[src/hw/rtl/text_encoding_sniffer_core_assert.svh]
// Assertion macros for the text encoding sniffer.
// Included by the top level; depends on nothing else.
`ifndef TEXT_ENCODING_SNIFFER_CORE_ASSERT_SVH
`define TEXT_ENCODING_SNIFFER_CORE_ASSERT_SVH

// Check that is switched off while reset is high
`define TES_ASSERT(name, clk, rst, prop, msg) \
   name: assert property (@(posedge clk) disable iff (rst) prop) else $error(msg);

// Check that also holds during reset
`define TES_ASSERT_ALWAYS(name, clk, prop, msg) \
   name: assert property (@(posedge clk) prop) else $error(msg);

`endif

[src/hw/rtl/tes_pkg.sv]
// Shared types, constants and per-byte and per-word check functions for the text encoding sniffer.
// No dependencies.
`timescale 1ns / 1ps
`default_nettype none

package tes_pkg;

   // Guessed encoding codes
   localparam logic [1:0] ENC_MBCS     = 2'd0;
   localparam logic [1:0] ENC_UTF8     = 2'd1;
   localparam logic [1:0] ENC_UTF16_LE = 2'd2;
   localparam logic [1:0] ENC_UTF16_BE = 2'd3;

   // Byte-order marks, first byte in the lowest bits
   localparam logic [23:0] BOM_UTF8     = 24'hBFBBEF;
   localparam logic [15:0] BOM_UTF16_LE = 16'hFEFF;
   localparam logic [15:0] BOM_UTF16_BE = 16'hFFFE;

   // Surrogate ranges
   localparam logic [15:0] HI_SURR_LO = 16'hD800;
   localparam logic [15:0] HI_SURR_HI = 16'hDBFF;
   localparam logic [15:0] LO_SURR_LO = 16'hDC00;
   localparam logic [15:0] LO_SURR_HI = 16'hDFFF;

   localparam int RSP_BITS = 16;

   // Running state of one UTF-16 reading
   typedef struct packed {
      logic ok;
      logic need;
      logic pairs;
   } word_chk_type;

   // Final view of a buffer, handed from the scanner to the verdict stage
   typedef struct packed {
      logic [23:0] head;
      logic [1:0]  seen;
      logic        fm;
      logic        f8;
      logic        fl;
      logic        fb;
      logic        pl;
      logic        pb;
   } scan_flags_type;

   // Number of continuation bytes announced by a UTF-8 lead byte
   function automatic logic [2:0] follow_count(logic [7:0] c);
      logic [2:0] n;
      n = 3'd0;
      if (c[7] == 1'b0)              n = 3'd0;
      else if (c[7:5] == 3'b110)     n = 3'd1;
      else if (c[7:4] == 4'b1110)    n = 3'd2;
      else if (c[7:3] == 5'b11110)   n = 3'd3;
      else if (c[7:2] == 6'b111110)  n = 3'd4;
      else if (c[7:1] == 7'b1111110) n = 3'd5;
      return n;
   endfunction

   // One 16-bit word through one UTF-16 reading
   function automatic word_chk_type word_step(logic [15:0] w, word_chk_type s);
      word_chk_type r;
      logic         is_hi;
      logic         is_lo;
      r     = s;
      is_hi = w inside {[HI_SURR_LO:HI_SURR_HI]};
      is_lo = w inside {[LO_SURR_LO:LO_SURR_HI]};
      if (s.ok) begin
         if (w == 16'h0000) begin
            r.ok = 1'b0;
         end else if (s.need) begin
            if (is_lo) r.need = 1'b0;
            else       r.ok   = 1'b0;
         end else if (is_hi) begin
            r.need  = 1'b1;
            r.pairs = 1'b1;
         end else if (is_lo) begin
            r.ok = 1'b0;
         end
      end
      return r;
   endfunction

endpackage

`default_nettype wire

[src/hw/rtl/text_encoding_sniffer_core.sv]
// Top level of the text encoding sniffer: input register, scanner, verdict register.
// Depends on tes_pkg, tes_in_stage, tes_scan, tes_verdict and the assertion header.
//
//   channel | dir | payload                                 | marks
//   req     | in  | tdata[7:0] text_byte                    | tlast = last_byte
//   rsp     | out | tdata[15:0] result fields (see port)    | none
//
// One byte per cycle is taken while the result side keeps up.
// rsp_tvalid rises once the last byte has passed the input register and the verdict register has captured the result.
// A byte sits in the input register until it is consumed; the scan state updates from it.
// A last byte waits in the input register while an untaken result is held,
// which stalls req_tready. Synchronous reset clears the scan state and both valids.
`timescale 1ns / 1ps
`default_nettype none
`include "text_encoding_sniffer_core_assert.svh"

module text_encoding_sniffer_core
   import tes_pkg::*;
(
   input  wire logic                clock,
   input  wire logic                reset,
   input  wire logic                req_tvalid,
   output logic                     req_tready,
   input  wire logic [7:0]          req_tdata,   // [7:0] text_byte
   input  wire logic                req_tlast,   // last_byte
   output logic                     rsp_tvalid,
   input  wire logic                rsp_tready,
   output logic [RSP_BITS-1:0]      rsp_tdata    // [0] has_bom, [2:1] guessed_encoding,
                                                 // [3] ambiguous, [4] may_be_mbcs,
                                                 // [5] may_be_utf8, [6] may_be_utf16_le,
                                                 // [7] may_be_utf16_be, [8] pairs_seen_le,
                                                 // [9] pairs_seen_be, [15:10] zero
);

   logic           hold_valid;
   logic [7:0]     hold_byte;
   logic           hold_last;
   logic           advance;
   logic           load;
   scan_flags_type flags;

   // A byte moves on unless it ends a buffer and the result slot is full and not being taken
   assign advance = hold_valid && (!hold_last || !rsp_tvalid || rsp_tready);
   assign load    = advance && hold_last;

   tes_in_stage u_in (
      .clock      (clock),
      .reset      (reset),
      .in_valid   (req_tvalid),
      .in_ready   (req_tready),
      .in_byte    (req_tdata),
      .in_last    (req_tlast),
      .advance    (advance),
      .hold_valid (hold_valid),
      .hold_byte  (hold_byte),
      .hold_last  (hold_last)
   );

   tes_scan u_scan (
      .clock     (clock),
      .reset     (reset),
      .advance   (advance),
      .text_byte (hold_byte),
      .last_byte (hold_last),
      .flags     (flags)
   );

   tes_verdict u_verdict (
      .clock     (clock),
      .reset     (reset),
      .load      (load),
      .flags     (flags),
      .out_valid (rsp_tvalid),
      .out_ready (rsp_tready),
      .out_data  (rsp_tdata)
   );

   // A mark blanks every rough check and both pair flags
   `TES_ASSERT(a_bom_blanks, clock, reset, rsp_tvalid && rsp_tdata[0] |-> rsp_tdata[9:3] == 7'd0, "mark result carries check flags")
   // Ambiguity means a zero guess and at least two checks passing
   `TES_ASSERT(a_amb_guess, clock, reset, rsp_tvalid && rsp_tdata[3] |-> rsp_tdata[2:1] == ENC_MBCS && $countones(rsp_tdata[7:4]) > 1, "ambiguous result inconsistent")
   // A new result only follows a consumed last byte
   `TES_ASSERT(a_rsp_source, clock, reset, $rose(rsp_tvalid) |-> $past(load), "result without a last byte")
   // A last byte is never consumed over an untaken result
   `TES_ASSERT_ALWAYS(a_no_overwrite, clock, load |-> !rsp_tvalid || rsp_tready, "result overwritten")

endmodule

`default_nettype wire

[src/hw/rtl/tes_in_stage.sv]
// Input register of the text encoding sniffer: holds one byte transaction.
// Depends on nothing but the clock and reset.
`timescale 1ns / 1ps
`default_nettype none

module tes_in_stage (
   input  wire logic       clock,
   input  wire logic       reset,
   input  wire logic       in_valid,
   output logic            in_ready,
   input  wire logic [7:0] in_byte,
   input  wire logic       in_last,
   input  wire logic       advance,     // held byte is consumed this cycle
   output logic            hold_valid,
   output logic [7:0]      hold_byte,
   output logic            hold_last
);

   logic       valid_ff;
   logic       valid_in;
   logic [7:0] byte_ff;
   logic       last_ff;

   // Take a new byte whenever the slot is empty or being drained
   assign in_ready = !valid_ff || advance;
   assign valid_in = in_valid ? 1'b1 : (advance ? 1'b0 : valid_ff);

   always_ff @(posedge clock) begin
      if (reset) begin
         valid_ff <= 1'b0;
      end else begin
         valid_ff <= valid_in;
      end
   end

   always_ff @(posedge clock) begin
      if (in_valid && in_ready) begin
         byte_ff <= in_byte;
         last_ff <= in_last;
      end
   end

   assign hold_valid = valid_ff;
   assign hold_byte  = byte_ff;
   assign hold_last  = last_ff;

endmodule

`default_nettype wire

[src/hw/rtl/tes_scan.sv]
// Per-buffer scan state: head bytes, zero-byte, UTF-8 and UTF-16 checks.
// Depends on tes_pkg.
`timescale 1ns / 1ps
`default_nettype none

module tes_scan
   import tes_pkg::*;
(
   input  wire logic       clock,
   input  wire logic       reset,
   input  wire logic       advance,   // a byte is consumed this cycle
   input  wire logic [7:0] text_byte,
   input  wire logic       last_byte,
   output scan_flags_type  flags      // buffer view including this byte
);

   logic [23:0]  head_ff,   head_in;
   logic [1:0]   seen_ff,   seen_in;
   logic         odd_ff,    odd_in;
   logic [7:0]   held_ff,   held_in;
   logic         mbcs_ff,   mbcs_in;
   logic         u8ok_ff,   u8ok_in;
   logic [2:0]   u8pend_ff, u8pend_in;
   word_chk_type le_ff,     le_in;
   word_chk_type be_ff,     be_in;

   // Next state after this byte
   always_comb begin
      head_in   = head_ff;
      seen_in   = seen_ff;
      odd_in    = !odd_ff;
      held_in   = held_ff;
      mbcs_in   = mbcs_ff && (text_byte != 8'h00);
      u8ok_in   = u8ok_ff;
      u8pend_in = u8pend_ff;
      le_in     = le_ff;
      be_in     = be_ff;

      // first three bytes are kept for mark detection
      case (seen_ff)
         2'd0:    begin head_in[7:0]   = text_byte; seen_in = 2'd1; end
         2'd1:    begin head_in[15:8]  = text_byte; seen_in = 2'd2; end
         2'd2:    begin head_in[23:16] = text_byte; seen_in = 2'd3; end
         default: begin end
      endcase

      // UTF-8 structure
      if (u8ok_ff) begin
         if (u8pend_ff != 3'd0) begin
            if (text_byte[7:6] != 2'b10) u8ok_in   = 1'b0;
            else                         u8pend_in = u8pend_ff - 3'd1;
         end else if (text_byte == 8'h00) begin
            u8ok_in = 1'b0;
         end else begin
            u8pend_in = follow_count(text_byte);
         end
      end

      // UTF-16 words complete on every second byte
      if (odd_ff) begin
         le_in = word_step({text_byte, held_ff}, le_ff);
         be_in = word_step({held_ff, text_byte}, be_ff);
      end else begin
         held_in = text_byte;
      end
   end

   // Final view, valid when this byte ends the buffer
   always_comb begin
      flags.head = head_in;
      flags.seen = seen_in;
      flags.fm   = mbcs_in;
      flags.f8   = u8ok_in && (u8pend_in == 3'd0);
      flags.fl   = le_in.ok && !odd_in && !le_in.need;
      flags.fb   = be_in.ok && !odd_in && !be_in.need;
      flags.pl   = !odd_in && le_in.pairs;
      flags.pb   = !odd_in && be_in.pairs;
   end

   // State clears at reset and after the last byte of a buffer
   always_ff @(posedge clock) begin
      if (reset || (advance && last_byte)) begin
         head_ff   <= '0;
         seen_ff   <= '0;
         odd_ff    <= 1'b0;
         held_ff   <= '0;
         mbcs_ff   <= 1'b1;
         u8ok_ff   <= 1'b1;
         u8pend_ff <= '0;
         le_ff     <= '{ok: 1'b1, need: 1'b0, pairs: 1'b0};
         be_ff     <= '{ok: 1'b1, need: 1'b0, pairs: 1'b0};
      end else if (advance) begin
         head_ff   <= head_in;
         seen_ff   <= seen_in;
         odd_ff    <= odd_in;
         held_ff   <= held_in;
         mbcs_ff   <= mbcs_in;
         u8ok_ff   <= u8ok_in;
         u8pend_ff <= u8pend_in;
         le_ff     <= le_in;
         be_ff     <= be_in;
      end
   end

endmodule

`default_nettype wire

[src/hw/rtl/tes_verdict.sv]
// Mark detection, encoding guess and the result register.
// Depends on tes_pkg.
`timescale 1ns / 1ps
`default_nettype none

module tes_verdict
   import tes_pkg::*;
(
   input  wire logic       clock,
   input  wire logic       reset,
   input  wire logic       load,        // last byte consumed, capture result
   input  wire scan_flags_type flags,
   output logic            out_valid,
   input  wire logic       out_ready,
   output logic [RSP_BITS-1:0] out_data
);

   logic        valid_ff;
   logic        valid_in;
   logic [9:0]  res_ff;
   logic [9:0]  res_in;
   logic        bom;
   logic [1:0]  bom_enc;
   logic [1:0]  guess;
   logic        amb;
   logic [2:0]  cnt;

   // Byte-order mark, tested UTF-8 first
   always_comb begin
      bom     = 1'b0;
      bom_enc = ENC_MBCS;
      if (flags.seen == 2'd3 && flags.head == BOM_UTF8) begin
         bom = 1'b1; bom_enc = ENC_UTF8;
      end else if (flags.seen >= 2'd2 && flags.head[15:0] == BOM_UTF16_LE) begin
         bom = 1'b1; bom_enc = ENC_UTF16_LE;
      end else if (flags.seen >= 2'd2 && flags.head[15:0] == BOM_UTF16_BE) begin
         bom = 1'b1; bom_enc = ENC_UTF16_BE;
      end
   end

   // Guess from the mark, or from the rough checks when no mark is present
   always_comb begin
      cnt   = {2'b00, flags.fm} + {2'b00, flags.f8} + {2'b00, flags.fl}
            + {2'b00, flags.fb};
      amb   = 1'b0;
      guess = ENC_MBCS;
      if (bom) begin
         guess = bom_enc;
      end else if (cnt == 3'd1) begin
         if (flags.f8)      guess = ENC_UTF8;
         else if (flags.fl) guess = ENC_UTF16_LE;
         else if (flags.fb) guess = ENC_UTF16_BE;
      end else if (cnt > 3'd1) begin
         amb = 1'b1;
      end
   end

   // Fields from the highest bit down
   assign res_in = {flags.pb & !bom, flags.pl & !bom, flags.fb & !bom,
                    flags.fl & !bom, flags.f8 & !bom, flags.fm & !bom,
                    amb, guess, bom};

   assign valid_in = load ? 1'b1 : (out_ready ? 1'b0 : valid_ff);

   always_ff @(posedge clock) begin
      if (reset) begin
         valid_ff <= 1'b0;
      end else begin
         valid_ff <= valid_in;
      end
   end

   always_ff @(posedge clock) begin
      if (load) begin
         res_ff <= res_in;
      end
   end

   assign out_valid = valid_ff;
   assign out_data  = {{(RSP_BITS - 10){1'b0}}, res_ff};

endmodule

`default_nettype wire
[config.mk]
export PLATFORM = sky130hd
export DESIGN_NAME = text_encoding_sniffer_core
export DESIGN_NICKNAME = d
export VERILOG_FILES = /design/src/hw/rtl/tes_pkg.sv /design/src/hw/rtl/text_encoding_sniffer_core.sv /design/src/hw/rtl/tes_in_stage.sv /design/src/hw/rtl/tes_scan.sv /design/src/hw/rtl/tes_verdict.sv
export VERILOG_INCLUDE_DIRS = /design/src /design/src/hw/rtl
export SDC_FILE = /design/constraint.sdc
export NUM_CORES = 1
export LEC_CHECK = 0
export ABC_AREA = 1
export BUFFER_PORTS_ARGS = -buffer_cell sky130_fd_sc_hd__clkbuf_2
export CAP_MARGIN = 20
export CORE_ASPECT_RATIO = 0.8
export CORE_MARGIN = 8
export CORE_UTILIZATION = 45
export CTS_CLUSTER_DIAMETER = 100
export DETAILED_ROUTE_END_ITERATION = 12
export GPL_TIMING_DRIVEN = 0
export HOLD_SLACK_MARGIN = 0.1
export PLACE_DENSITY = 0.71
export SLEW_MARGIN = 20
export SYNTH_ARGS = -nofsm -noshare
export SYNTH_HDL_FRONTEND = slang
export SYNTH_SLANG_ARGS = --single-unit
export TNS_END_PERCENT = 1
[constraint.sdc]
create_clock -name clock -period 4.4 [get_ports clock]
set_clock_uncertainty 0.2 [all_clocks]
set_input_delay 0.22 -clock clock [delete_from_list [all_inputs] [get_ports clock]]
set_output_delay 0.22 -clock clock [all_outputs]
set_load 0.05 [all_outputs]
==> flow_summary_export.csv <==
group,metric,value,unit
run_status,status,"finished clean",
finish,nFillCells,867,
global_route,grt_start_max_net_pins,14,
global_route,grt_antenna_before_repair,0,
clock_tree,cts_buffers,9,
finish,fin_area,4490,um^2
flow_run,max_cap_violations,0,
logic_synthesis,seq_area_frac_synth,39.5,%
finish,layout-drive-gt1-share,13.3,%
clock_tree,numClockSinks,67,
die,die_w,120,um
timing,tns,0,ns
timing,rsz0062_at_grt,"false",
logic_synthesis,yosysUniqueCellTypes,34,
critical_path,cp.buffers_inverters,5,
logic_synthesis,synthTopCellsByArea,"dfxtp_1 (25%), nand2_1 (16%), edfxtp_1 (15%), inv_1 (6.9%), nand3_1 (6.8%)",
global_route,gr-usage-all-layers,17.0,%
logic_synthesis,synth-seq-cells,67,
finish,multi_input_area,1920,um^2
finish,area_growth,15.9,%
clock_tree,cts_setup_buffers,0,
finish,diodes,0,
logic_synthesis,synth_edf_count,19,
critical_path,crit_family,"simple AND/OR/NAND/NOR gates",
clock_tree,clkLatencyLatePin,0.35,ns
critical_path,crit_arrival,3.60,ns
power_and_ir_drop,power.density,334,nW/um^2
timing,setup_ws,0.821,ns
timing,period_minus_slack,3.58,ns
logic_synthesis,synthCells,573,
critical_path,end_kind,"flip-flop",
timing,max_freq,279,MHz
die,die_h,99.0,um
finish,register_area,1530,um^2
finish,final_nets,644,
clock_tree,clk_pin_slew_worst_paths,0.08,ns
worst_hold_path,hp-class,"in2reg",
critical_path,crit_path_max_incr_delay,0.39,ns
drt,route.detailed.drc,0,
drt,wl_per_cell,13.1,um
die,coreArea,8410,um^2
clock_tree,htree_levels,3,
critical_path,slowest_stage,"fa_1",
placement,place.gp.congestion,0.928,
die,die-area,11900,um^2
logic_synthesis,yosysMostFrequentCell,"nand2_1",
placement,dp_worst_setup_slack,0.877,ns
drt,ant_nets,0,
drt,dr.pass1.iters,6,
drt,first_iter_violations,296,
clock_tree,cts_tree,"done",
critical_path,crit_path_start_kind,"flip-flop",
logic_synthesis,synth_top_area_cell,"dfxtp_1",
logic_synthesis,synth_top_area_share,24.8,%
placement,port-buffer-count,24,
timing,final.period_utilization,81.3,%
logic_synthesis,syn-cell-area,3870,um^2
global_route,grt_pass1_vias,3454,
drt,avgViaCountPerCell,5.07,
critical_path,crit_fanout,8,
critical_path,rrSetupSlack,0.82,ns
finish,post-route-util,53.4,%
clock_tree,clockBufferDepth,2,
critical_path,crit_type,"reg2reg",
logic_synthesis,netlist_top_cells_count,"nand2_1 (169), inv_1 (71), nor2_1 (67), nand3_1 (53), dfxtp_1 (48)",
timing,worst_slew_pin_slew,0.571,ns
global_route,grt_pass1_wl,16300,um
timing,finalHoldViolCount,0,
die,ios,31,
timing,drv_slew,0,
logic_synthesis,synth_top_flop_cell,"dfxtp_1",
critical_path,path_cells,"buf_2 -> inv_1 -> nand2_1 -> o21ai_0 -> nor2_1 -> nor2_1 -> nand2_1 -> nand3_1 -> inv_1 -> ha_1 -> inv_1 -> fa_1 -> ha_1 -> nor3_1 -> inv_1 -> nor2_2 -> nand2_1 -> nand2_1",
drt,drt_wl_total,9710,um
timing,slew_headroom,61.9,%
timing,setup_violations,0,
clock_tree,cts-root-buf,"clkbuf_8",
logic_synthesis,ys_warn_count,0,
drt,vias,3759,
logic_synthesis,async_flop_share,0,%
power_and_ir_drop,vdd_ir_drop_max,0.000182,V
die,start_util,46.1,%
logic_synthesis,syn_area_per_cell,6.76,um^2
die,row_count,30,
critical_path,crit_required,4.42,ns
global_route,grt-ovfl-total,0,
power_and_ir_drop,p_leak,1.98,nW
placement,placed_area,4150,um^2
placement,dp_hpwl,7220,um
cell families (layout without fill, tap and decap cells):
| group | after synthesis | count (layout) | share of synthesized area (%) |
|---|---|---|---|
| simple gates | 321 | 321 | 35.9 |
| buf+inv | 100 | 152 | 11.4 |
| compound gates | 78 | 78 | 10.9 |
| flops | 67 | 67 | 39.5 |
| fa+ha+maj | 6 | 6 | 2.13 |
| other cells | 1 | 6 | 0.0968 |
through the flow:
step                hold WS [ns]  total power, W  std cells
floorplan                 0.0891        0.000873        578
global placement           0.194        0.000925        714
detailed placement         0.199        0.000931        714
CTS                        0.164         0.00151        742
global route               0.212         0.00157        742
finish                     0.169         0.00150        742
cell usage in the layout (no fill, tap or decap), drive strengths merged, types with 6 or more instances in the layout:
cell type / instances
nand2: 183
buf: 17
nand4: 6
inv: 74
nand3: 54
conb: 6
a21oi: 47
nor2: 75
edfxtp: 19
dlygate4sd3: 12
o21ai: 23
clkbuf: 43
dfxtp: 48
report_power, final:
part           internal, W  switching (W)  total (W)
logic            0.0000837       0.000169   0.000253
clock network     0.000321       0.000251   0.000572
registers         0.000658      0.0000176   0.000675
flip-flops by register name (all words and copies together) (netlist names):
| name | count |
|---|---|
| u_in.hold_valid | 1 |
| u_in.hold_byte | 8 |
| u_scan.u8ok_ff | 1 |
| u_scan.head_ff | 24 |
| u_in.hold_last | 1 |
| u_verdict.res_ff | 10 |
| u_scan.le_ff | 3 |
| u_scan.mbcs_ff | 1 |
| u_scan.held_ff | 8 |
| u_scan.seen_ff | 2 |
| u_scan.u8pend_ff | 3 |
| u_verdict.out_valid | 1 |
| u_scan.be_ff | 3 |
| u_scan.odd_ff | 1 |
layout make-up:
class,instances,share of cell area (%)
timing repair buffer,36,5.35
inverter,74,6.24
buffer,26,3.59
multi-input combinational,411,42.7
sequential,67,34.1
clock buffer,10,2.84
tap,112,3.12
clock inverter,6,2.01
worst paths after layout:
path                      from             endpoint  cells after the start
min reg2reg     u_scan.mbcs_ff       u_scan.mbcs_ff                      2
max          u_in.hold_byte[6]  u_verdict.res_ff[1]                     18
min                 req_tvalid    u_in.hold_byte[5]                      3
max reg2reg  u_in.hold_byte[6]  u_verdict.res_ff[1]                     18
timing repair:
action / 4_1_cts / 5_1_grt
hold buffers: 12 / 0
resized for setup: 0 / 0
endpoints found under the hold margin: 11 / 0
per-layer routing:
layer  GRT usage, %  wire (um)
met1           22.7       4650
met2           25.6       4200
met3           4.69        701
met4           5.94        159
met5              0          0
tightest hold or removal path, delay by kind of cell:
| kind | cells | cell delay, ns |
|---|---|---|
| buf+inv | 2 | 0.24 |
| simple gates | 1 | 0.05 |
(Power assumes the default switching activity.)
